===== config.mk =====
export PLATFORM = sky130hd
export DESIGN_NAME = pwm_motor_soft_ramp_controller_flat
export DESIGN_NICKNAME = d
export VERILOG_FILES = /design/src/design/pwmsr_pkg.sv /design/src/design/pwmsr_if.sv /design/src/design/pwm_motor_soft_ramp_controller.sv /design/src/design/pwmsr_front.sv /design/src/design/pwmsr_queue.sv /design/src/design/pwmsr_back.sv /design/src/flat_wrapper.sv
export SDC_FILE = /design/constraint.sdc
export NUM_CORES = 1
export LEC_CHECK = 0
export BUFFER_PORTS_ARGS = -buffer_cell sky130_fd_sc_hd__buf_2
export CAP_MARGIN = 40
export CORE_AREA = 2 2 183 185
export CTS_BUF_LIST = sky130_fd_sc_hd__clkbuf_2
export CTS_CLUSTER_DIAMETER = 40
export CTS_CLUSTER_SIZE = 30
export DETAILED_ROUTE_END_ITERATION = 12
export DIE_AREA = 0 0 185 187
export PLACE_DENSITY_LB_ADDON = 0.3
export SYNTH_ARGS = -nofsm -noshare
export SYNTH_HDL_FRONTEND = slang
export SYNTH_SLANG_ARGS = --single-unit

===== constraint.sdc =====
create_clock -name clock -period 27.9 [get_ports clock]
set_input_delay 1.395 -clock clock [delete_from_list [all_inputs] [get_ports clock]]
set_output_delay 1.395 -clock clock [all_outputs]
set_load 0.01 [all_outputs]

===== src/design/pwmsr_pkg.sv =====
// ----------------------------------------------------------------------------
// pwmsr_pkg: shared types and constants of the soft ramp controller
// Field widths, event codes, the classified event carried between front end
// and back end, and the fixed constants of the speed to duty mapping.
// ----------------------------------------------------------------------------
package pwmsr_pkg;

   // field widths
   localparam int OP_W       = 3;
   localparam int REQ_W      = 8;
   localparam int PULSE_W    = 15;
   localparam int CMP_W      = 10;
   localparam int DUTY_W     = 7;
   localparam int SPEED_W    = 7;
   localparam int MODE_W     = 2;
   localparam int RPM_W      = 16;
   localparam int IDX_W      = 5;
   localparam int STOP_IDX_W = 4;

   // speed to duty mapping
   localparam int unsigned DUTY_SLOW   = 90;
   localparam int unsigned DUTY_FAST   = 10;
   localparam int unsigned DUTY_OFF    = 100;
   localparam int unsigned MIN_SPEED   = 8;
   localparam int unsigned SPEED_MAX   = 100;
   localparam int unsigned PCT_SPAN    = 99;
   localparam int unsigned STOP_POINTS = 10;
   localparam int unsigned SEC_PER_MIN = 60;

   // reciprocal multiply for the ramp and stop interpolation
   localparam int RECIP_SHIFT = 18;
   localparam int RECIP_W     = 19;
   localparam int ACC_W       = 12;
   localparam int STOP_ACC_W  = 10;
   localparam int PROD_W      = ACC_W + RECIP_W;

   // reciprocal multiply for the rpm conversion, split in two halves
   localparam int RPM_SHIFT  = 27;
   localparam int RPM_X_W    = PULSE_W + 6;
   localparam int RPM_HALF_W = 14;
   localparam int RPM_PP_W   = RPM_X_W + RPM_HALF_W;
   localparam int RPM_SUM_W  = RPM_PP_W + RPM_HALF_W + 1;

   typedef enum logic [OP_W-1:0] {
      OP_SET_SPEED  = 3'd0,
      OP_START      = 3'd1,
      OP_STOP       = 3'd2,
      OP_RAMP_TICK  = 3'd3,
      OP_STOP_TICK  = 3'd4,
      OP_RPM_WINDOW = 3'd5
   } op_type;

   typedef enum logic [2:0] {
      KIND_NONE,
      KIND_SET_SPEED,
      KIND_START,
      KIND_STOP,
      KIND_RAMP_TICK,
      KIND_STOP_TICK,
      KIND_RPM
   } kind_type;

   typedef struct packed {
      kind_type               kind;
      logic [SPEED_W-1:0]     speed;
      logic [DUTY_W-1:0]      speed_duty;
      logic [RPM_W-1:0]       rpm;
   } event_type;

endpackage


===== src/design/pwmsr_if.sv =====
// ----------------------------------------------------------------------------
// pwmsr_if: request and response channels of the soft ramp controller
// Valid/ready channels; an item moves on a clock edge with both high.
// ----------------------------------------------------------------------------
interface pwmsr_req_if
   import pwmsr_pkg::*;
   ();
   logic                 valid;
   logic                 ready;
   logic [OP_W-1:0]      op;
   logic [REQ_W-1:0]     speed_request;
   logic [PULSE_W-1:0]   pulse_count;

   modport source (output valid, output op, output speed_request, output pulse_count,
                   input ready);
   modport sink   (input valid, input op, input speed_request, input pulse_count,
                   output ready);
endinterface

interface pwmsr_rsp_if
   import pwmsr_pkg::*;
   ();
   logic                 valid;
   logic                 ready;
   logic [CMP_W-1:0]     compare_value;
   logic [DUTY_W-1:0]    duty_percent;
   logic [MODE_W-1:0]    mode;
   logic                 mode_changed;
   logic [SPEED_W-1:0]   speed_now;
   logic [RPM_W-1:0]     rpm_value;
   logic                 pwm_running;

   modport source (output valid, output compare_value, output duty_percent, output mode,
                   output mode_changed, output speed_now, output rpm_value,
                   output pwm_running, input ready);
   modport sink   (input valid, input compare_value, input duty_percent, input mode,
                   input mode_changed, input speed_now, input rpm_value,
                   input pwm_running, output ready);
endinterface


===== src/design/pwm_motor_soft_ramp_controller.sv =====
// A result passes through the front stage register, the queue and the result register.
// One item per cycle while results are taken; the back end's single reciprocal multiply
// settles each event combinationally, and the front end's split rpm product is pipelined
// ahead of the queue.
// Reset (synchronous, active high): mode stopped, duty 100, speeds and rpm 0,
// timer off, queue and result register empty.
// ----------------------------------------------------------------------------
// pwm_motor_soft_ramp_controller: soft start and speed ramp for a PWM motor
// Front end classifies events and converts rpm, a two-entry queue decouples
// it from the back end, which sequences the ramps and registers the result.
// ----------------------------------------------------------------------------
module pwm_motor_soft_ramp_controller
   import pwmsr_pkg::*;
#(
   parameter int unsigned PWM_PERIOD     = 1000,
   parameter int unsigned PULSES_PER_REV = 2,
   parameter int unsigned START_STEPS    = 10,
   parameter int unsigned SPEED_STEPS    = 16
) (
   input  logic        clock,
   input  logic        reset,
   pwmsr_req_if.sink   req,
   pwmsr_rsp_if.source rsp
);

   // front end to queue
   logic       push;
   event_type  push_data;
   logic       q_full;

   // queue to back end
   logic       pop;
   logic       q_valid;
   event_type  q_data;

   // Accept, clamp the speed, look up its duty, and convert the pulse count.
   // The front stage holds whenever its event cannot enter the queue.
   pwmsr_front #(
      .PULSES_PER_REV (PULSES_PER_REV)
   ) u_front (
      .clock     (clock),
      .reset     (reset),
      .req       (req),
      .push      (push),
      .push_data (push_data),
      .q_full    (q_full)
   );

   // Buffer classified items so that a stalled result does not block intake.
   pwmsr_queue u_queue (
      .clock     (clock),
      .reset     (reset),
      .push      (push),
      .push_data (push_data),
      .full      (q_full),
      .pop       (pop),
      .pop_valid (q_valid),
      .pop_data  (q_data)
   );

   // Advance the mode and the ramp, and present one result per item.
   pwmsr_back #(
      .PWM_PERIOD  (PWM_PERIOD),
      .START_STEPS (START_STEPS),
      .SPEED_STEPS (SPEED_STEPS)
   ) u_back (
      .clock   (clock),
      .reset   (reset),
      .q_valid (q_valid),
      .q_data  (q_data),
      .pop     (pop),
      .rsp     (rsp)
   );

endmodule


===== src/design/pwmsr_front.sv =====
// ----------------------------------------------------------------------------
// pwmsr_front: accept and classify events
// Registers each request, clamps the speed, looks up its duty and converts
// the pulse count to rpm, then hands a classified event to the queue.
// ----------------------------------------------------------------------------
module pwmsr_front
   import pwmsr_pkg::*;
#(
   parameter int unsigned PULSES_PER_REV = 2
) (
   input  logic           clock,
   input  logic           reset,
   pwmsr_req_if.sink      req,
   output logic           push,
   output event_type      push_data,
   input  logic           q_full
);

   localparam int unsigned RPM_RECIP = ((1 << RPM_SHIFT) + PULSES_PER_REV - 1) / PULSES_PER_REV;
   localparam logic [RPM_HALF_W-1:0] RPM_RECIP_LO = RPM_HALF_W'(RPM_RECIP % (1 << RPM_HALF_W));
   localparam logic [RPM_HALF_W-1:0] RPM_RECIP_HI = RPM_HALF_W'(RPM_RECIP / (1 << RPM_HALF_W));

   logic [DUTY_W-1:0]    duty_tab [2**SPEED_W];

   logic                 valid_ff, valid_in;
   kind_type             kind_ff, kind_in;
   logic [SPEED_W-1:0]   speed_ff, speed_in;
   logic [DUTY_W-1:0]    duty_ff, duty_in;
   logic [RPM_PP_W-1:0]  pp_lo_ff, pp_lo_in;
   logic [RPM_PP_W-1:0]  pp_hi_ff, pp_hi_in;

   logic                 advance;
   logic [RPM_X_W-1:0]   rpm_x;
   logic [RPM_SUM_W-1:0] rpm_sum;
   logic [RPM_SUM_W-RPM_SHIFT-1:0] rpm_full;

   // speed to duty table, worked out at elaboration
   for (genvar g = 0; g < 2**SPEED_W; g++) begin : g_duty
      localparam int unsigned SP = (g > SPEED_MAX) ? SPEED_MAX : g;
      localparam int unsigned DT = (SP == 0) ? DUTY_OFF :
                                   DUTY_SLOW - ((SP - 1) * (DUTY_SLOW - DUTY_FAST)) / PCT_SPAN;
      assign duty_tab[g] = DUTY_W'(DT);
   end

   // hold the stage while its event cannot enter the queue
   assign advance   = !valid_ff || !q_full;
   assign req.ready = advance;
   assign valid_in  = req.valid;

   always_comb begin
      case (op_type'(req.op))
         OP_SET_SPEED:  kind_in = KIND_SET_SPEED;
         OP_START:      kind_in = KIND_START;
         OP_STOP:       kind_in = KIND_STOP;
         OP_RAMP_TICK:  kind_in = KIND_RAMP_TICK;
         OP_STOP_TICK:  kind_in = KIND_STOP_TICK;
         OP_RPM_WINDOW: kind_in = KIND_RPM;
         default:       kind_in = KIND_NONE;
      endcase

      if (req.speed_request > REQ_W'(SPEED_MAX)) begin
         speed_in = SPEED_W'(SPEED_MAX);
      end else if (req.speed_request != '0 && req.speed_request < REQ_W'(MIN_SPEED)) begin
         speed_in = SPEED_W'(MIN_SPEED);
      end else begin
         speed_in = req.speed_request[SPEED_W-1:0];
      end
      duty_in = duty_tab[speed_in];

      // pulses times sixty, then both halves of the reciprocal product
      rpm_x    = (RPM_X_W'(req.pulse_count) << 6) - (RPM_X_W'(req.pulse_count) << 2);
      pp_lo_in = RPM_PP_W'(rpm_x) * RPM_PP_W'(RPM_RECIP_LO);
      pp_hi_in = RPM_PP_W'(rpm_x) * RPM_PP_W'(RPM_RECIP_HI);
   end

   always_ff @(posedge clock) begin
      if (reset) begin
         valid_ff <= 1'b0;
      end else if (advance) begin
         valid_ff <= valid_in;
      end
      if (advance) begin
         kind_ff  <= kind_in;
         speed_ff <= speed_in;
         duty_ff  <= duty_in;
         pp_lo_ff <= pp_lo_in;
         pp_hi_ff <= pp_hi_in;
      end
   end

   // combine the halves and saturate
   always_comb begin
      rpm_sum  = (RPM_SUM_W'(pp_hi_ff) << RPM_HALF_W) + RPM_SUM_W'(pp_lo_ff);
      rpm_full = rpm_sum[RPM_SUM_W-1:RPM_SHIFT];
      push_data.kind       = kind_ff;
      push_data.speed      = speed_ff;
      push_data.speed_duty = duty_ff;
      if (|rpm_full[RPM_SUM_W-RPM_SHIFT-1:RPM_W]) begin
         push_data.rpm = '1;
      end else begin
         push_data.rpm = rpm_full[RPM_W-1:0];
      end
   end

   assign push = valid_ff && !q_full;

endmodule


===== src/design/pwmsr_queue.sv =====
// ----------------------------------------------------------------------------
// pwmsr_queue: two-entry event queue
// Decouples the front end from the back end so that each may stall alone.
// ----------------------------------------------------------------------------
module pwmsr_queue
   import pwmsr_pkg::*;
(
   input  logic       clock,
   input  logic       reset,
   input  logic       push,
   input  event_type  push_data,
   output logic       full,
   input  logic       pop,
   output logic       pop_valid,
   output event_type  pop_data
);

   localparam int DEPTH = 2;
   localparam int PTR_W = $clog2(DEPTH);
   localparam int CNT_W = $clog2(DEPTH + 1);

   event_type          entry_ff [DEPTH];
   logic [PTR_W-1:0]   wr_ptr_ff, wr_ptr_in;
   logic [PTR_W-1:0]   rd_ptr_ff, rd_ptr_in;
   logic [CNT_W-1:0]   count_ff, count_in;

   assign full      = (count_ff == CNT_W'(DEPTH));
   assign pop_valid = (count_ff != '0);
   assign pop_data  = entry_ff[rd_ptr_ff];

   always_comb begin
      wr_ptr_in = wr_ptr_ff;
      rd_ptr_in = rd_ptr_ff;
      count_in  = count_ff;
      if (push) begin
         wr_ptr_in = (wr_ptr_ff == PTR_W'(DEPTH - 1)) ? '0 : wr_ptr_ff + 1'b1;
      end
      if (pop) begin
         rd_ptr_in = (rd_ptr_ff == PTR_W'(DEPTH - 1)) ? '0 : rd_ptr_ff + 1'b1;
      end
      if (push && !pop) begin
         count_in = count_ff + 1'b1;
      end else if (pop && !push) begin
         count_in = count_ff - 1'b1;
      end
   end

   always_ff @(posedge clock) begin
      if (reset) begin
         wr_ptr_ff <= '0;
         rd_ptr_ff <= '0;
         count_ff  <= '0;
      end else begin
         wr_ptr_ff <= wr_ptr_in;
         rd_ptr_ff <= rd_ptr_in;
         count_ff  <= count_in;
      end
      if (push) begin
         entry_ff[wr_ptr_ff] <= push_data;
      end
   end

endmodule


===== src/design/pwmsr_back.sv =====
// ----------------------------------------------------------------------------
// pwmsr_back: mode sequencer and result register
// Carries out one classified event a cycle while the result register drains, against
// the ramp state, and holds the result until it is taken.
// ----------------------------------------------------------------------------
module pwmsr_back
   import pwmsr_pkg::*;
#(
   parameter int unsigned PWM_PERIOD  = 1000,
   parameter int unsigned START_STEPS = 10,
   parameter int unsigned SPEED_STEPS = 16
) (
   input  logic           clock,
   input  logic           reset,
   input  logic           q_valid,
   input  event_type      q_data,
   output logic           pop,
   pwmsr_rsp_if.source    rsp
);

   typedef enum logic [MODE_W-1:0] {
      ST_STOPPED = 2'd0,
      ST_UP      = 2'd1,
      ST_RUN     = 2'd2,
      ST_DOWN    = 2'd3
   } state_type;

   localparam logic [RECIP_W-1:0] RECIP_START =
      RECIP_W'(((1 << RECIP_SHIFT) + START_STEPS - 1) / START_STEPS);
   localparam logic [RECIP_W-1:0] RECIP_SPEED =
      RECIP_W'(((1 << RECIP_SHIFT) + SPEED_STEPS - 1) / SPEED_STEPS);
   localparam logic [RECIP_W-1:0] RECIP_STOP =
      RECIP_W'(((1 << RECIP_SHIFT) + STOP_POINTS - 1) / STOP_POINTS);

   logic [CMP_W-1:0] cmp_tab [2**DUTY_W];

   state_type               state_ff, state_in;
   logic                    rsp_valid_ff, rsp_valid_in;
   logic [CMP_W-1:0]        compare_ff, compare_in;
   logic                    changed_ff, changed_in;
   logic [SPEED_W-1:0]      tgt_speed_ff, tgt_speed_in;
   logic [DUTY_W-1:0]       tgt_duty_ff, tgt_duty_in;
   logic [SPEED_W-1:0]      cur_speed_ff, cur_speed_in;
   logic [DUTY_W-1:0]       cur_duty_ff, cur_duty_in;
   logic [DUTY_W-1:0]       ramp_from_ff, ramp_from_in;
   logic [DUTY_W-1:0]       ramp_to_ff, ramp_to_in;
   logic [DUTY_W-1:0]       ramp_mag_ff, ramp_mag_in;
   logic                    ramp_neg_ff, ramp_neg_in;
   logic [ACC_W-1:0]        ramp_acc_ff, ramp_acc_in;
   logic [IDX_W-1:0]        ramp_idx_ff, ramp_idx_in;
   logic                    ramp_long_ff, ramp_long_in;
   logic [STOP_IDX_W-1:0]   stop_idx_ff, stop_idx_in;
   logic [DUTY_W-1:0]       stop_from_ff, stop_from_in;
   logic [STOP_ACC_W-1:0]   stop_acc_ff, stop_acc_in;
   logic [DUTY_W-1:0]       duty_ff, duty_in;
   logic [RPM_W-1:0]        rpm_ff, rpm_in;
   logic                    timer_ff, timer_in;

   logic [ACC_W-1:0]        ramp_sum;
   logic [STOP_ACC_W-1:0]   stop_sum;
   logic [ACC_W-1:0]        mul_x;
   logic [RECIP_W-1:0]      mul_m;
   logic [PROD_W-1:0]       product;
   logic [DUTY_W-1:0]       quot;
   logic [IDX_W-1:0]        ramp_steps;
   logic [IDX_W-1:0]        idx_next;
   logic [DUTY_W-1:0]       kick;
   logic [DUTY_W-1:0]       stop_start;

   // compare value of each duty, worked out at elaboration
   for (genvar g = 0; g < 2**DUTY_W; g++) begin : g_cmp
      localparam int unsigned DD = (g > DUTY_OFF) ? DUTY_OFF : g;
      localparam int unsigned CR = (PWM_PERIOD * (DUTY_OFF - DD)) / DUTY_OFF;
      localparam int unsigned CC = (CR < 1) ? 1 : ((CR >= PWM_PERIOD) ? PWM_PERIOD - 1 : CR);
      assign cmp_tab[g] = CMP_W'(CC);
   end

   // take the next event whenever the result register is free or drains
   assign pop = q_valid && (!rsp_valid_ff || rsp.ready);

   always_comb begin
      // shared interpolation: one reciprocal multiply serves ramp and stop
      ramp_sum   = ramp_acc_ff + ACC_W'(ramp_mag_ff);
      stop_sum   = stop_acc_ff + STOP_ACC_W'(DUTY_W'(DUTY_OFF) - stop_from_ff);
      ramp_steps = ramp_long_ff ? IDX_W'(SPEED_STEPS) : IDX_W'(START_STEPS);
      idx_next   = ramp_idx_ff + 1'b1;
      if (q_data.kind == KIND_STOP_TICK) begin
         mul_x = ACC_W'(stop_sum);
         mul_m = RECIP_STOP;
      end else begin
         mul_x = ramp_sum;
         mul_m = ramp_long_ff ? RECIP_SPEED : RECIP_START;
      end
      product    = PROD_W'(mul_x) * PROD_W'(mul_m);
      quot       = product[RECIP_SHIFT +: DUTY_W];
      kick       = (tgt_duty_ff < DUTY_W'(DUTY_FAST)) ? tgt_duty_ff : DUTY_W'(DUTY_FAST);
      stop_start = (cur_duty_ff > DUTY_W'(DUTY_SLOW)) ? DUTY_W'(DUTY_SLOW) : cur_duty_ff;

      state_in     = state_ff;
      tgt_speed_in = tgt_speed_ff;
      tgt_duty_in  = tgt_duty_ff;
      cur_speed_in = cur_speed_ff;
      cur_duty_in  = cur_duty_ff;
      ramp_from_in = ramp_from_ff;
      ramp_to_in   = ramp_to_ff;
      ramp_acc_in  = ramp_acc_ff;
      ramp_idx_in  = ramp_idx_ff;
      ramp_long_in = ramp_long_ff;
      stop_idx_in  = stop_idx_ff;
      stop_from_in = stop_from_ff;
      stop_acc_in  = stop_acc_ff;
      duty_in      = duty_ff;
      rpm_in       = rpm_ff;
      timer_in     = timer_ff;

      case (q_data.kind)
         KIND_SET_SPEED: begin
            tgt_speed_in = q_data.speed;
            tgt_duty_in  = q_data.speed_duty;
            if (state_ff == ST_UP || state_ff == ST_RUN) begin
               ramp_from_in = cur_duty_ff;
               ramp_to_in   = q_data.speed_duty;
               ramp_long_in = 1'b1;
               ramp_idx_in  = '0;
               ramp_acc_in  = '0;
               state_in     = ST_UP;
            end
         end
         KIND_START: begin
            if (state_ff == ST_STOPPED || state_ff == ST_UP) begin
               state_in     = ST_UP;
               duty_in      = kick;
               timer_in     = 1'b1;
               ramp_from_in = kick;
               ramp_to_in   = tgt_duty_ff;
               ramp_long_in = 1'b0;
               ramp_idx_in  = '0;
               ramp_acc_in  = '0;
            end
         end
         KIND_STOP: begin
            if (state_ff != ST_STOPPED) begin
               state_in     = ST_DOWN;
               stop_from_in = stop_start;
               duty_in      = stop_start;
               stop_idx_in  = STOP_IDX_W'(1);
               stop_acc_in  = '0;
            end
         end
         KIND_RAMP_TICK: begin
            if (state_ff == ST_UP) begin
               ramp_idx_in = idx_next;
               ramp_acc_in = ramp_sum;
               if (idx_next >= ramp_steps) begin
                  duty_in      = ramp_to_ff;
                  cur_speed_in = tgt_speed_ff;
                  cur_duty_in  = tgt_duty_ff;
                  state_in     = ST_RUN;
               end else if (ramp_neg_ff) begin
                  duty_in = ramp_from_ff - quot;
               end else begin
                  duty_in = ramp_from_ff + quot;
               end
            end
         end
         KIND_STOP_TICK: begin
            if (state_ff == ST_DOWN) begin
               if (stop_idx_ff <= STOP_IDX_W'(STOP_POINTS)) begin
                  stop_acc_in = stop_sum;
                  duty_in     = stop_from_ff + quot;
                  stop_idx_in = stop_idx_ff + 1'b1;
               end else begin
                  // final tick after the last point: halt the timer
                  timer_in     = 1'b0;
                  cur_speed_in = '0;
                  cur_duty_in  = DUTY_W'(DUTY_OFF);
                  rpm_in       = '0;
                  stop_idx_in  = '0;
                  state_in     = ST_STOPPED;
               end
            end
         end
         KIND_RPM: begin
            rpm_in = q_data.rpm;
         end
         default: begin
         end
      endcase

      if (ramp_to_in < ramp_from_in) begin
         ramp_neg_in = 1'b1;
         ramp_mag_in = ramp_from_in - ramp_to_in;
      end else begin
         ramp_neg_in = 1'b0;
         ramp_mag_in = ramp_to_in - ramp_from_in;
      end

      compare_in   = cmp_tab[duty_in];
      changed_in   = (state_in != state_ff);
      rsp_valid_in = pop || (rsp_valid_ff && !rsp.ready);
   end

   always_ff @(posedge clock) begin
      if (reset) begin
         state_ff     <= ST_STOPPED;
         rsp_valid_ff <= 1'b0;
         tgt_speed_ff <= '0;
         tgt_duty_ff  <= DUTY_W'(DUTY_OFF);
         cur_speed_ff <= '0;
         cur_duty_ff  <= DUTY_W'(DUTY_OFF);
         ramp_from_ff <= '0;
         ramp_to_ff   <= '0;
         ramp_mag_ff  <= '0;
         ramp_neg_ff  <= 1'b0;
         ramp_acc_ff  <= '0;
         ramp_idx_ff  <= '0;
         ramp_long_ff <= 1'b0;
         stop_idx_ff  <= '0;
         stop_from_ff <= '0;
         stop_acc_ff  <= '0;
         duty_ff      <= DUTY_W'(DUTY_OFF);
         rpm_ff       <= '0;
         timer_ff     <= 1'b0;
      end else begin
         rsp_valid_ff <= rsp_valid_in;
         if (pop) begin
            state_ff     <= state_in;
            compare_ff   <= compare_in;
            changed_ff   <= changed_in;
            tgt_speed_ff <= tgt_speed_in;
            tgt_duty_ff  <= tgt_duty_in;
            cur_speed_ff <= cur_speed_in;
            cur_duty_ff  <= cur_duty_in;
            ramp_from_ff <= ramp_from_in;
            ramp_to_ff   <= ramp_to_in;
            ramp_mag_ff  <= ramp_mag_in;
            ramp_neg_ff  <= ramp_neg_in;
            ramp_acc_ff  <= ramp_acc_in;
            ramp_idx_ff  <= ramp_idx_in;
            ramp_long_ff <= ramp_long_in;
            stop_idx_ff  <= stop_idx_in;
            stop_from_ff <= stop_from_in;
            stop_acc_ff  <= stop_acc_in;
            duty_ff      <= duty_in;
            rpm_ff       <= rpm_in;
            timer_ff     <= timer_in;
         end
      end
   end

   // state only moves on a pop, so it doubles as the result payload
   assign rsp.valid         = rsp_valid_ff;
   assign rsp.compare_value = compare_ff;
   assign rsp.duty_percent  = duty_ff;
   assign rsp.mode          = state_ff;
   assign rsp.mode_changed  = changed_ff;
   assign rsp.speed_now     = cur_speed_ff;
   assign rsp.rpm_value     = rpm_ff;
   assign rsp.pwm_running   = timer_ff;

endmodule


===== src/flat_wrapper.sv =====
// flat-port wrapper written by rule: the top's interface ports become plain ports
module pwm_motor_soft_ramp_controller_flat import pwmsr_pkg::*;
#(
   parameter int unsigned PWM_PERIOD     = 1000,
   parameter int unsigned PULSES_PER_REV = 2,
   parameter int unsigned START_STEPS    = 10,
   parameter int unsigned SPEED_STEPS    = 16
)
  (clock, reset, req_valid, req_op, req_speed_request, req_pulse_count, req_ready, rsp_valid, rsp_compare_value, rsp_duty_percent, rsp_mode, rsp_mode_changed, rsp_speed_now, rsp_rpm_value, rsp_pwm_running, rsp_ready);
  pwmsr_req_if req_i ();
  pwmsr_rsp_if rsp_i ();
  input  logic clock;
  input  logic reset;
  input wire logic [$bits(req_i.valid)-1:0] req_valid;
  input wire logic [$bits(req_i.op)-1:0] req_op;
  input wire logic [$bits(req_i.speed_request)-1:0] req_speed_request;
  input wire logic [$bits(req_i.pulse_count)-1:0] req_pulse_count;
  output wire logic [$bits(req_i.ready)-1:0] req_ready;
  output wire logic [$bits(rsp_i.valid)-1:0] rsp_valid;
  output wire logic [$bits(rsp_i.compare_value)-1:0] rsp_compare_value;
  output wire logic [$bits(rsp_i.duty_percent)-1:0] rsp_duty_percent;
  output wire logic [$bits(rsp_i.mode)-1:0] rsp_mode;
  output wire logic [$bits(rsp_i.mode_changed)-1:0] rsp_mode_changed;
  output wire logic [$bits(rsp_i.speed_now)-1:0] rsp_speed_now;
  output wire logic [$bits(rsp_i.rpm_value)-1:0] rsp_rpm_value;
  output wire logic [$bits(rsp_i.pwm_running)-1:0] rsp_pwm_running;
  input wire logic [$bits(rsp_i.ready)-1:0] rsp_ready;
  assign req_i.valid = req_valid;
  assign req_i.op = req_op;
  assign req_i.speed_request = req_speed_request;
  assign req_i.pulse_count = req_pulse_count;
  assign req_ready = req_i.ready;
  assign rsp_valid = rsp_i.valid;
  assign rsp_compare_value = rsp_i.compare_value;
  assign rsp_duty_percent = rsp_i.duty_percent;
  assign rsp_mode = rsp_i.mode;
  assign rsp_mode_changed = rsp_i.mode_changed;
  assign rsp_speed_now = rsp_i.speed_now;
  assign rsp_rpm_value = rsp_i.rpm_value;
  assign rsp_pwm_running = rsp_i.pwm_running;
  assign rsp_i.ready = rsp_ready;
  pwm_motor_soft_ramp_controller #(.PWM_PERIOD(PWM_PERIOD), .PULSES_PER_REV(PULSES_PER_REV), .START_STEPS(START_STEPS), .SPEED_STEPS(SPEED_STEPS)) u_core (.clock(clock), .reset(reset), .req(req_i), .rsp(rsp_i));
endmodule

# Word-level counts from Yosys, hierarchy flattened

Memories as Yosys holds them, arrays and structs flattened. A register that Yosys moved wholly into a read port is not among the register bits.
Index checks and enable logic that the tools add are counted.

$lt $le $gt $ge: 7
Reductions and logical operators: 40
Bitwise logic cells: 3
Multiplexer cells: 78
Add/subtract/negate cells: 15
$mul: 1
Equal/unequal tests: 24

Operator list:

| operator                                            | count |
|---|---|
| two-way mux 7 bit                                   | 24 |
| one-hot mux 7 bit (2 select lines)                  | 4 |
| two-way mux 12 bit                                  | 4 |
| two-way mux 16 bit                                  | 3 |
| one-hot mux 12 bit (3 select lines)                 | 1 |
| one-hot mux 16 bit (2 select lines)                 | 1 |
| two-way mux 10 bit                                  | 3 |
| two-way mux 14 bit                                  | 2 |
| one-hot mux 7 bit (4 select lines)                  | 1 |
| multiplier 12 x 19 -> 25 bit                        | 1 |
| subtractor 21 x 17 -> 21 bit                        | 1 |
| subtractor 7 bit                                    | 3 |
| two-way mux 5 bit                                   | 4 |
| one-hot mux 10 bit (2 select lines)                 | 1 |
| two-way mux 2 bit                                   | 9 |
| one-hot mux 3 bit (6 select lines)                  | 1 |
| NOT 7 -> 8 bit                                      | 2 |
| nonzero test 2 bit                                  | 8 |
| equality test 3 bit, second input constant          | 5 |
| one-hot mux 5 bit (3 select lines)                  | 1 |
| AND reduction 5 bit                                 | 3 |
| adder 7 bit                                         | 2 |
| adder 12 x 7 -> 12 bit                              | 1 |
| equality test 3 x 2 -> 1 bit, second input constant | 4 |
| 38 further kinds                                    | 79 |

Output and inout bits: 46
Logic and storage cells: 198
Bits in writable memories: 66
Memories: 3
Flip-flop bits (word level): 153
Input port bits: 30
Memory bits (read-only): 2176

Memory list:

| memory                  | words | width | rd ports | clocked after Yosys merged registers in | wr ports | RTL line          | RTL |
|---|---|---|---|---|---|---|---|
| (name not given)        | 128   | 10    | 1        | 1                                       | 0        | pwmsr_back.sv:198 | `compare_in = cmp_tab[duty_in];` |
| (name not given)        | 128   | 7     | 1        | 1                                       | 0        | pwmsr_front.sv:68 | `duty_in = duty_tab[speed_in];` |
| u_core.u_queue.entry_ff | 2     | 33    | 1        | 1                                       | 1        | pwmsr_queue.sv:22 | `event_type entry_ff [DEPTH];` |

# Depth between registers and ports, before layout

Gate-level depths: netlist (run 1).

Depth in word-level cells: 10
Depth in mapped cells: 48
Gate-level depth less buffers: 47

# Hierarchy

From an unflattened synthesis (run 1), not the netlist that was laid out.

Cells, all modules: 1855
Area, all modules: 17001.3 sq um

By module, submodules not included:

| module      | seq. area each (sq um) | area an instance (sq um) | times used | cells each |
|---|---|---|---|---|
| pwmsr_back  | 2652.5                 | 11352.1                  | 1          | 1396 |
| pwmsr_front | 1101.1                 | 3057.9                   | 1          | 334 |
| pwmsr_queue | 2082.0                 | 2591.2                   | 1          | 125 |

# Worst setup path after synthesis (run 1)

No wires, ideal clock.

Kind: reg2reg
From: reg u_core.u_back.stop_from_ff[1]
To: reg u_core.u_back.compare_ff[3] (netlist: u_core.u_back.rsp.compare_value[3]) (data pin)
Period minus slack after synthesis: 9.653 ns
Slack: 18.247 ns
Path buffers: 1
Data arrival time: 9.393 ns
Cell stages (with the launch flop): 47
Setup time: 0.260 ns
Data required time: 27.640 ns
Cell sequence: dfxtp_1 inv_1 ha_1 ha_1 a21o_1 a21oi_1 o21bai_1 a21oi_1 o21bai_1 a21oi_1 o21bai_1 a21oi_1 xnor2_1 a21oi_1 nand2_1 fa_1 fa_1 fa_1 [... 11 more ...] xnor2_1 inv_1 ha_1 mux2_2 inv_1 ha_1 nor2b_1 o21ai_0 nor3b_1 nor4_1 o21ai_0 a31oi_1 a221o_1 buf_2 nor3_2 nand2_2 mux2i_1 mux2_4

Cells in the longest elaborated chain, start to end: 10
Elaborated cells between the ends (all ways): 14
Classes of those cells: 5 x add/sub; 1 x mul; 7 x mux; 1 x bitwise

RTL lines:

| element                                         | RTL line                             | RTL |
|---|---|---|
| start: declaration                              | pwmsr_back.sv:53                     | `logic [DUTY_W-1:0] stop_from_ff, stop_from_in;` |
| start signal: assignment                        | pwmsr_back.sv:242                    | `stop_from_ff <= stop_from_in;` |
| subtractor 7 x 7 -> 8 bit                       | pwmsr_back.sv:84                     | `stop_sum = stop_acc_ff + STOP_ACC_W'(DUTY_W'(DUTY_OFF) - stop_from_ff);` |
| adder 10 bit                                    | pwmsr_back.sv:84                     |  |
| two-way mux 12 bit                              | pwmsr_back.sv:87                     | `if (q_data.kind == KIND_STOP_TICK) begin` |
| multiplier 12 x 19 -> 25 bit                    | pwmsr_back.sv:94                     | `product = PROD_W'(mul_x) * PROD_W'(mul_m);` |
| adder 7 bit or subtractor 7 bit (tied branches) | pwmsr_back.sv:162, pwmsr_back.sv:160 |  |
| two-way mux 7 bit                               | pwmsr_back.sv:159                    | `end else if (ramp_neg_ff) begin` |
| two-way mux 7 bit                               | pwmsr_back.sv:154                    | `if (idx_next >= ramp_steps) begin` |
| two-way mux 7 bit                               | pwmsr_back.sv:151                    | `if (state_ff == ST_UP) begin` |
| one-hot mux 7 bit (4 select lines) (*)          | pwmsr_back.sv:116                    | `case (q_data.kind)` |
| NOT 7 -> 8 bit (implied by the code) (*)        | pwmsr_back.sv:198                    |  |
| end: declaration                                | pwmsr_back.sv:39                     | `logic [CMP_W-1:0] compare_ff, compare_in;` |

Mark *: on every way between the ends. The rest lies on a longest branch, timed or not.
A chain may end at the register's enable or synchronous reset.

# Final worst setup path (run 1)

From: reg u_core.u_back.stop_from_ff[1]
To: reg u_core.u_back.compare_ff[5] (netlist: u_core.u_back.rsp.compare_value[5]) (data pin)

Same word-level chain as after synthesis.

==> flow_summary.json, run 1 <==
{
  "outcome": "completed",
  "postCtsSetupRepairBufs": 0,
  "grt_pass1_vias": 13560,
  "syn2layout_area_growth_pct": 8.012,
  "hold_viol": 0,
  "cts_buffers": 37,
  "grt.busiest_layer": "met2",
  "crit_path_max_fanout": 15,
  "worstSkewPairLatency_ns": 0.86,
  "path_buf_inv": 6,
  "synth_top_area_frac": 0.2016,
  "layout_common_cells": "184 x nor2_1, 182 x inv_1, 162 x ha_1, 124 x nand2_1, 121 x dfxtp_1",
  "swShare": 0.4621,
  "seq_power_share": 0.264,
  "cts-htree-levels": 2,
  "peakVddDrop_mv": 0.05681,
  "clockBufferDepth": 3,
  "crit_top_cell": "a21oi_1",
  "crit_path_start": "u_core.u_back.stop_from_ff[1]",
  "ioPinCount": 76,
  "cp-end-kind": "flop",
  "max-cap-violations": 0,
  "antenna_found_initial": 1,
  "synth-main-ff-cell": "dfxtp_1",
  "die_area_um2": 34600,
  "vias": 13510,
  "wl_per_cell_um": 17.05,
  "slowest_stage": "a221oi_2",
  "cts.reportedPaths.clkPinSlew_ns": 0.22,
  "grt_usage": 0.2352,
  "yosysSeqAreaShare": 0.3466,
  "final_common_cell": "nor2_1",
  "skew_ns": 0.1327,
  "drtAntennaViolNets": 0,
  "p_switching_w": 0.0007963,
  "grt_pass1_wl_um": 66640,
  "ys_async_sr_fraction": 0,
  "first_iter_violations": 898,
  "cts_sinks": 235,
  "synth_warnings": 0,
  "initial_core_util": 0.5123,
  "fp-row-count": 67,
  "maxSlewHeadroom": 0.2717,
  "fillers": 3048,
  "power_density_nw_per_um2": 94.76,
  "viasPerCell": 5.751,
  "cts_resized": 0,
  "drv_slew": 0,
  "holdWs_ns": 0.4399,
  "grt_max_degree": 76,
  "dp_hpwl_um": 29980,
  "rsz0062_at_grt": "false",
  "pwr-share-comb": 0.591,
  "dr.pass1.iters": 5,
  "portBuffers": 75,
  "path_delay_family": "compound AO/OA/AOI/OAI gates",
  "setup_tns_ns": 0,
  "fmax_mhz": 92.48,
  "hold_path.class": "reg2reg",
  "postCtsHoldBufs": 0,
  "drive_gt1_frac": 0.1110,
  "period_needed_ns": 10.81,
  "worst_pin_slew_ns": 1.092,
  "synth_cells": 1817,
  "ff_latch_area_um2": 5837,
  "drt_wl_total_um": 40060,
  "ys_ff_latch": 235,
  "clockRootBuffer": "clkbuf_2",
  "syn_nets": 2068,
  "power_w": 0.001723,
  "drt_drc_violations_left": 0,
  "synth.cell_area_um2": 16830,
  "intPower_w": 0.0009267,
  "grtUsageMet1": 0.2998,
  "startpoint_type": "flop",
  "fp.dieW_um": 185,
  "period_share": 0.3876,
  "core-area_um2": 32860,
  "grtUsageMet2": 0.4000,
  "ys_types": 93,
  "synth_area_leaders": "edfxtp_1 20%, dfxtp_1 15%, ha_1 12%",
  "met3_usage": 0.04264,
  "synth_area_per_cell_um2": 9.265,
  "clkPwrFrac": 0.144,
  "synth-edff-count": 113,
  "die_h_um": 187,
  "hp-start": "u_core.u_front.duty_ff[0]",
  "p_leak_nw": 7.757,
  "setup_viol": 0,
  "yosys.area.top_type": "edfxtp_1",
  "cp_data_required_time_ns": 28.51,
  "multi_input_area_um2": 10030,
  "grt_remaining_overflow": 0,
  "rr_startpoint": "u_core.u_back.stop_from_ff[1]",
  "nets": 2123,
  "path_class": "reg2reg",
  "tritoncts": "done",
  "max_stage_delay_ns": 0.92,
  "crit_arrival_ns": 11.42,
  "place_congestion": 0.9331
}
-- final cells by class --
cell class	count	area share
Sequential cell	235	0.3210
Clock inverter	30	0.01995
Clock buffer	38	0.01046
Timing Repair Buffer	92	0.02801
Multi-Input combinational cell	1322	0.5516
Antenna cell	1	0.0001376
Inverter	184	0.03798
Tap cell	448	0.03083
-- per-layer routing --
layer / wire, um / up-vias
met2: 19270 / 415
li1: - / 6597
met4: 1228 / 0
met5: 0 / -
met3: 2560 / 80
met1: 17000 / 6422
-- cell families (layout without fill, tap and decap cells) --
group           Yosys count  in the layout  share of synthesized area
other cells               0              1                          0
fa+ha+maj               221            221                     0.1906
xor+xnor                 70             70                    0.03776
buf+inv                 260            344                    0.05879
flops                   235            235                     0.3466
compound gates          454            454                     0.1834
simple gates            518            518                     0.1449
mux                      59             59                    0.03798
-- synth_stat cells, types with 24 or more instances --
| library cell | number |
|---|---|
| ha_1 | 162 |
| nand2b_1 | 31 |
| fa_1 | 59 |
| clkbuf_1 | 57 |
| nand3_1 | 47 |
| a21oi_1 | 114 |
| nor2_1 | 185 |
| nand2_1 | 124 |
| edfxtp_1 | 113 |
| a211oi_1 | 51 |
| a22oi_1 | 24 |
| inv_1 | 182 |
| xnor2_1 | 45 |
| nor3_1 | 39 |
| a21o_1 | 28 |
| dfxtp_1 | 122 |
| o21ai_0 | 67 |
| mux2i_1 | 35 |
-- through the flow --
step,setup slack [ns],cells,area [um2],utilization
CTS,17.16,2349,18180,0.5533
detailed placement,17.18,2281,17630,0.5364
global route,16.15,2350,18180,0.5533
global placement,17.40,2280,17620,0.5361
floorplan,18.25,1817,16830,-
finish,17.09,2350,18180,0.5533
-- registers in the layout (all words and copies together), names as in the netlist, 3 cells and up, named ones only --
register,cells
u_core.u_front.speed_ff,7
u_core.u_back.cur_duty_ff,7
u_core.u_back.ramp_mag_ff,7
u_core.u_back.tgt_speed_ff,7
u_core.u_front.kind_ff,3
u_core.u_front.pp_hi_ff,19
u_core.u_front.duty_ff,7
u_core.u_back.stop_idx_ff,4
u_core.u_queue.entry_ff,66
u_core.u_back.stop_acc_ff,10
u_core.u_back.ramp_acc_ff,12
u_core.u_back.rsp.speed_now,7
u_core.u_back.rsp.compare_value,10
u_core.u_back.rsp.duty_percent,7
u_core.u_back.ramp_to_ff,7
u_core.u_back.rsp.rpm_value,16
u_core.u_back.tgt_duty_ff,7
u_core.u_back.stop_from_ff,7
u_core.u_back.ramp_idx_ff,5
u_core.u_back.ramp_from_ff,7
-- power groups by stage --
stage          registers (W)  clock network, W  logic, W
2_1_floorplan       0.000457                 0  0.000780
3_3_place_gp        0.000461                 0  0.000983
3_5_place_dp        0.000462                 0   0.00101
4_1_cts             0.000455          0.000254   0.00102
5_1_grt             0.000461          0.000268   0.00116
6_report            0.000455          0.000249   0.00102
-- path summary, 6_finish.rpt --
kind	cells past startpoint	endpoint	slack [ns]
worst max register to register	45	u_core.u_back.rsp.compare_value[5]	17.09
worst min register to register	0	u_core.u_queue.entry_ff[1][16]	0.44
worst max-delay path	45	u_core.u_back.rsp.compare_value[5]	17.09
worst min-delay path	0	u_core.u_queue.entry_ff[1][16]	0.44
(Power assumes the default switching activity.)
==> inputs of run 2 (changes only) <==
==> constraint.sdc (replaced) <==
create_clock -name clock -period 11.3 [get_ports clock]
set_input_delay 0.565 -clock clock [delete_from_list [all_inputs] [get_ports clock]]
set_output_delay 0.565 -clock clock [all_outputs]
set_load 0.01 [all_outputs]
==> run 2 against run 1 <==
Net effect: wire length grew 0.63%; clock skew grew 0.018 ns; combinational power grew 150%; flip-flop and latch count is the same; fmax grew 1.1%; sequential power grew to 2.5 times the previous value; worst hold slack lost 0.35 ns; setup slack lost 16 ns; largest cell class unchanged.
==> flow_summary.json, run 2 (synthesized netlist as in run 1, its figures left out) <==
{
  "skew_ns": 0.1511,
  "place_congestion": 0.9141,
  "cts_buffers": 36,
  "fp-row-count": 67,
  "slowest_stage": "fa_1",
  "ff_latch_area_um2": 5837,
  "power_density_nw_per_um2": 232.8,
  "cp-end-kind": "flop",
  "drtAntennaViolNets": 0,
  "dp_cells": 2285,
  "vias": 13600,
  "peakVddDrop_mv": 0.1376,
  "die_area_um2": 34600,
  "final_common_cell": "nor2_1",
  "max_stage_delay_ns": 0.55,
  "layout_common_cells": "184 x nor2_1, 182 x inv_1, 162 x ha_1, 124 x nand2_1, 121 x dfxtp_1",
  "drv_slew": 0,
  "nets": 2134,
  "drive_gt1_frac": 0.1136,
  "portBuffers": 75,
  "period_share": 0.9464,
  "dp_hpwl_um": 30330,
  "power_w": 0.004259,
  "worst_pin_slew_ns": 0.9217,
  "die_h_um": 187,
  "grt_remaining_overflow": 0,
  "antenna_found_initial": 1,
  "cp_data_required_time_ns": 11.84,
  "period_needed_ns": 10.69,
  "crit_path_max_fanout": 12,
  "p_leak_nw": 7.794,
  "layout.cells.non_filler": 2360,
  "worstSkewPairLatency_ns": 0.85,
  "setup_viol": 0,
  "drt_wl_total_um": 40310,
  "syn2layout_area_growth_pct": 8.673,
  "fmax_mhz": 93.50,
  "fp.dieW_um": 185,
  "maxSlewHeadroom": 0.3832,
  "core-area_um2": 32860,
  "grt_pass1_vias": 13360,
  "ioPinCount": 76,
  "clockRootBuffer": "clkbuf_2",
  "wl_per_cell_um": 17.08,
  "fillers": 2959,
  "clockBufferDepth": 3,
  "cts.reportedPaths.clkPinSlew_ns": 0.21,
  "grt_usage": 0.2353,
  "largest-register": "u_core.u_queue.entry_ff",
  "viasPerCell": 5.763,
  "path_class": "reg2reg",
  "postCtsSetupRepairBufs": 0,
  "cts_sinks": 235,
  "outcome": "completed",
  "max-cap-violations": 0,
  "cts-htree-levels": 2,
  "multi_input_area_um2": 10070,
  "largest_register_ffs": 66,
  "dr.pass1.iters": 6,
  "tritoncts": "done",
  "initial_core_util": 0.5123,
  "grt_pass1_wl_um": 66610,
  "hold_viol": 0,
  "drt_drc_violations_left": 0,
  "crit_arrival_ns": 11.24,
  "hold_path.class": "in2reg",
  "startpoint_type": "flop",
  "first_iter_violations": 848,
  "grt_max_degree": 83
}
==> run 2: changes by cell type in the layout (fill, tap and decap cells not counted), moves of 2 or more <==
cell           change
buf_4              +4
clkinv_1           +2
clkinv_2           -2
clkinv_4           +4
clkinv_8           -3
dlygate4sd3_1      +8
inv_8              -4
==> run 2: through the flow <==
step | worst slack, ns | area [um2] | utilization | hold slack, ns | setup TNS (ns)
6_report | 0.6052 | 18300 | 0.5567 | 0.08966 | 0
5_1_grt | -0.02191 | 18300 | 0.5567 | 0.01129 | -0.02191
4_1_cts | 0.3664 | 18250 | 0.5553 | 0.002817 | 0
3_5_place_dp | 0.4573 | 17660 | 0.5374 | 0.4299 | 0
3_3_place_gp | 0.8533 | 17650 | 0.5370 | 0.4241 | 0
2_1_floorplan | 1.647 | 16830 | - | 0.4215 | 0
==> run 2: final timing paths <==
kind	start	end	slack, ns	cells past startpoint
worst min-delay path	req_pulse_count[2]	u_core.u_front.pp_hi_ff[16]	0.09	2
worst max-delay path	u_core.u_back.stop_from_ff[1]	u_core.u_back.rsp.compare_value[5]	0.61	43
worst max register to register	u_core.u_back.stop_from_ff[1]	u_core.u_back.rsp.compare_value[5]	0.61	43
worst min register to register	u_core.u_back.rsp.speed_now[3]	u_core.u_back.rsp.speed_now[3]	0.47	2
==> run 2: layout make-up <==
type                    instances  share of cell area
flip-flops and latches        235              0.3190
multi-input cells            1322              0.5502
clock buffers                  39             0.01067
diodes                          1           0.0001368
well taps                     448             0.03064
repair buffers                104             0.03385
clock inverters                27             0.01771
inverters                     184             0.03775
==> run 2: worst max-delay path: cells and delay by family (launching register included) <==
kind | cells | cell delay, ns
xor gates and xnor gates | 2 | 0.21
DFF | 1 | 0.43
muxes | 2 | 0.59
AOI/OAI and AO/OA | 18 | 3.64
buffers and inverters | 5 | 0.35
and+or+nand+nor | 6 | 1.09
adders and majority gates | 10 | 4.14
==> run 2: routing by layer <==
| layer | vias up | track usage | wire [um] |
|---|---|---|---|
| met2 | 390 | 0.4044 | 19560 |
| met4 | 0 | 0.07204 | 1010 |
| met5 | - | 0 | 0 |
| met1 | 6522 | 0.3045 | 17550 |
| met3 | 69 | 0.03544 | 2186 |
| li1 | 6620 | - | - |
==> run 2: power by group <==
part | switching (W) | internal (W)
combinational | 0.00150 | 0.00104
clock | 0.000353 | 0.000237
sequential | 0.0000966 | 0.00104
==> run 2: what timing repair did <==
item	4_1_cts	5_1_grt
setup endpoints to repair	0	9
hold buffers	7	1
hold endpoints to repair	6	1
resized for setup	0	8
==> inputs of run 3 (changes only) <==
--- a/config.mk
+++ b/config.mk
@@ -14,6 +14,7 @@
 export DETAILED_ROUTE_END_ITERATION = 12
 export DIE_AREA = 0 0 185 187
 export PLACE_DENSITY_LB_ADDON = 0.3
+export REMOVE_ABC_BUFFERS = 1
 export SYNTH_ARGS = -nofsm -noshare
 export SYNTH_HDL_FRONTEND = slang
 export SYNTH_SLANG_ARGS = --single-unit
==> run 3 against run 2 <==
Net effect: total power is 0.81% lower; final area is 0.49% higher; cell count is 0.34% higher; sequential share of layout area is 0.15 points lower; combinational power hardly changed.
==> flow_summary.json, run 3 (synthesized netlist as in run 1, its figures left out) <==
{
  "grt_pass1_wl_um": 66200,
  "rsz0062_at_grt": "false",
  "antenna_found_initial": 1,
  "cp-end-kind": "flop",
  "cts-htree-levels": 1,
  "portBuffers": 75,
  "viasPerCell": 5.741,
  "drtAntennaViolNets": 0,
  "path_class": "reg2reg",
  "cts.reportedPaths.clkPinSlew_ns": 0.23,
  "period_share": 0.9451,
  "crit_path_max_fanout": 8,
  "path_delay_family": "adder cells",
  "path_depth": 46,
  "skew_ns": 0.1017,
  "grt_max_degree": 57,
  "grt_pass1_vias": 13320,
  "vias": 13590,
  "outcome": "completed",
  "largest_register_ffs": 66,
  "cts_buffers": 31,
  "cp_data_required_time_ns": 11.94,
  "drt_drc_violations_left": 0,
  "drt_wl_total_um": 40090,
  "hold_path.class": "in2reg",
  "cts_sinks": 235,
  "worst_pin_slew_ns": 0.8516,
  "max_stage_delay_ns": 0.54,
  "whs_path_depth": 4,
  "peakVddDrop_mv": 0.1436,
  "worst_hold_path.endpoint": "u_core.u_front.pp_hi_ff[28]",
  "max-cap-violations": 0,
  "syn2layout_area_growth_pct": 9.201,
  "setup_tns_ns": 0,
  "worstSkewPairLatency_ns": 0.96,
  "grt_usage": 0.2322,
  "r2r_setup_slack_ns": 0.62,
  "hp-start": "req_pulse_count[9]",
  "fp-row-count": 67,
  "nets": 2145,
  "rr_startpoint": "u_core.u_back.stop_from_ff[1]",
  "startpoint_type": "flop",
  "tritoncts": "done",
  "final_common_cell": "nor2_1",
  "core-area_um2": 32860,
  "drive_gt1_frac": 0.1100,
  "layout_common_cells": "184 x nor2_1, 182 x inv_1, 162 x ha_1, 124 x nand2_1, 120 x dfxtp_1",
  "fmax_mhz": 93.64,
  "ioPinCount": 76,
  "clockRootBuffer": "clkbuf_2",
  "first_iter_violations": 917,
  "place_congestion": 0.9145,
  "period_needed_ns": 10.68,
  "reg2reg_to": "u_core.u_back.rsp.compare_value[3]",
  "die_h_um": 187,
  "drv_slew": 0,
  "fp.dieW_um": 185,
  "largest-register": "u_core.u_queue.entry_ff",
  "maxSlewHeadroom": 0.4279,
  "initial_core_util": 0.5123,
  "dp_hpwl_um": 30130,
  "setup_viol": 0,
  "wl_per_cell_um": 16.93,
  "dr.pass1.iters": 6,
  "p_leak_nw": 7.828,
  "crit_arrival_ns": 11.32,
  "power_density_nw_per_um2": 229.8,
  "r2r_cells": 46,
  "grt_remaining_overflow": 0,
  "clockBufferDepth": 3,
  "hold_viol": 0,
  "crit_path_start": "u_core.u_back.stop_from_ff[1]",
  "utilization": 0.5594,
  "die_area_um2": 34600,
  "path_buf_inv": 7,
  "slowest_stage": "fa_1"
}
[run 3: changes by cell type in the layout (fill, tap and decap cells not counted), sizes merged]
| cell | before | now |
|---|---|---|
| dlygate4sd3 | 8 | 23 |
| inv | 188 | 196 |
| clkinv | 14 | 7 |
| clkbuf | 39 | 34 |
| bufinv | 5 | 2 |
| buf | 96 | 97 |
| clkinvlp | 4 | 3 |
[run 3: worst max-delay path by stage]
stage	slack [ns]	endpoint
2_1_floorplan	0.36	u_core.u_back.rsp.compare_value[3]
3_3_place_gp	0.85	u_core.u_back.rsp.compare_value[3]
3_5_place_dp	0.48	u_core.u_back.rsp.compare_value[3]
4_1_cts	0.40	u_core.u_back.rsp.compare_value[3]
5_1_grt	0.003	u_core.u_back.rsp.compare_value[3]
6_report	0.62	u_core.u_back.rsp.compare_value[3]
[run 3: final cells by class]
class	instances	area, um2
clock buffer	34	170.2
timing repair buffer	120	797.0
inverter	184	690.7
sequential	235	5838
clock inverter	24	266.5
tap	448	560.5
fill	2964	14480
multi-input combinational	1322	10060
antenna	1	2.502
[run 3: timing repair]
item                                    CTS  global route
hold endpoints to repair                 33             0
hold buffers                             23             0
resized for setup                         0             6
endpoints found under the setup margin    0             9
setup buffers                             0             0
[run 3: through the flow]
| step | hold slack [ns] | cells | total power, W | cell area [um2] | setup slack [ns] |
|---|---|---|---|---|---|
| detailed placement | 0.4334 | 2286 | 0.003667 | 17690 | 0.4770 |
| finish | 0.1196 | 2368 | 0.004225 | 18380 | 0.6209 |
| global route | 0.07615 | 2368 | 0.004618 | 18380 | 0.002793 |
| global placement | 0.4227 | 2282 | 0.003593 | 17640 | 0.8485 |
| CTS | 0.005448 | 2367 | 0.004220 | 18360 | 0.4044 |
| floorplan | 0.4215 | 1741 | 0.003018 | 16540 | 0.3636 |
[run 3: worst reg2reg max path, delay by kind of cell, from the launching register on]
kind | cells | cell delay [ns]
flops | 1 | 0.43
buf+inv | 7 | 0.56
fa+ha+maj | 10 | 3.75
xor+xnor | 2 | 0.40
simple gates | 6 | 1.11
compound gates | 18 | 3.50
mux | 3 | 0.71
[run 3: per-layer routing]
| metal | vias up | part of all wire | global-route usage |
|---|---|---|---|
| met2 | 431 | 0.49 | 0.4080 |
| li1 | 6635 | - | - |
| met5 | - | 0 | 0 |
| met4 | 0 | 0.027 | 0.06074 |
| met3 | 83 | 0.056 | 0.03135 |
| met1 | 6445 | 0.43 | 0.2993 |
[run 3: where the power goes]
part	internal (W)	total, W	switching (W)
Combinational	0.00105	0.00256	0.00151
Clock	0.000169	0.000528	0.000360
Sequential	0.00104	0.00114	0.0000965
Total	0.00225	0.00422	0.00197
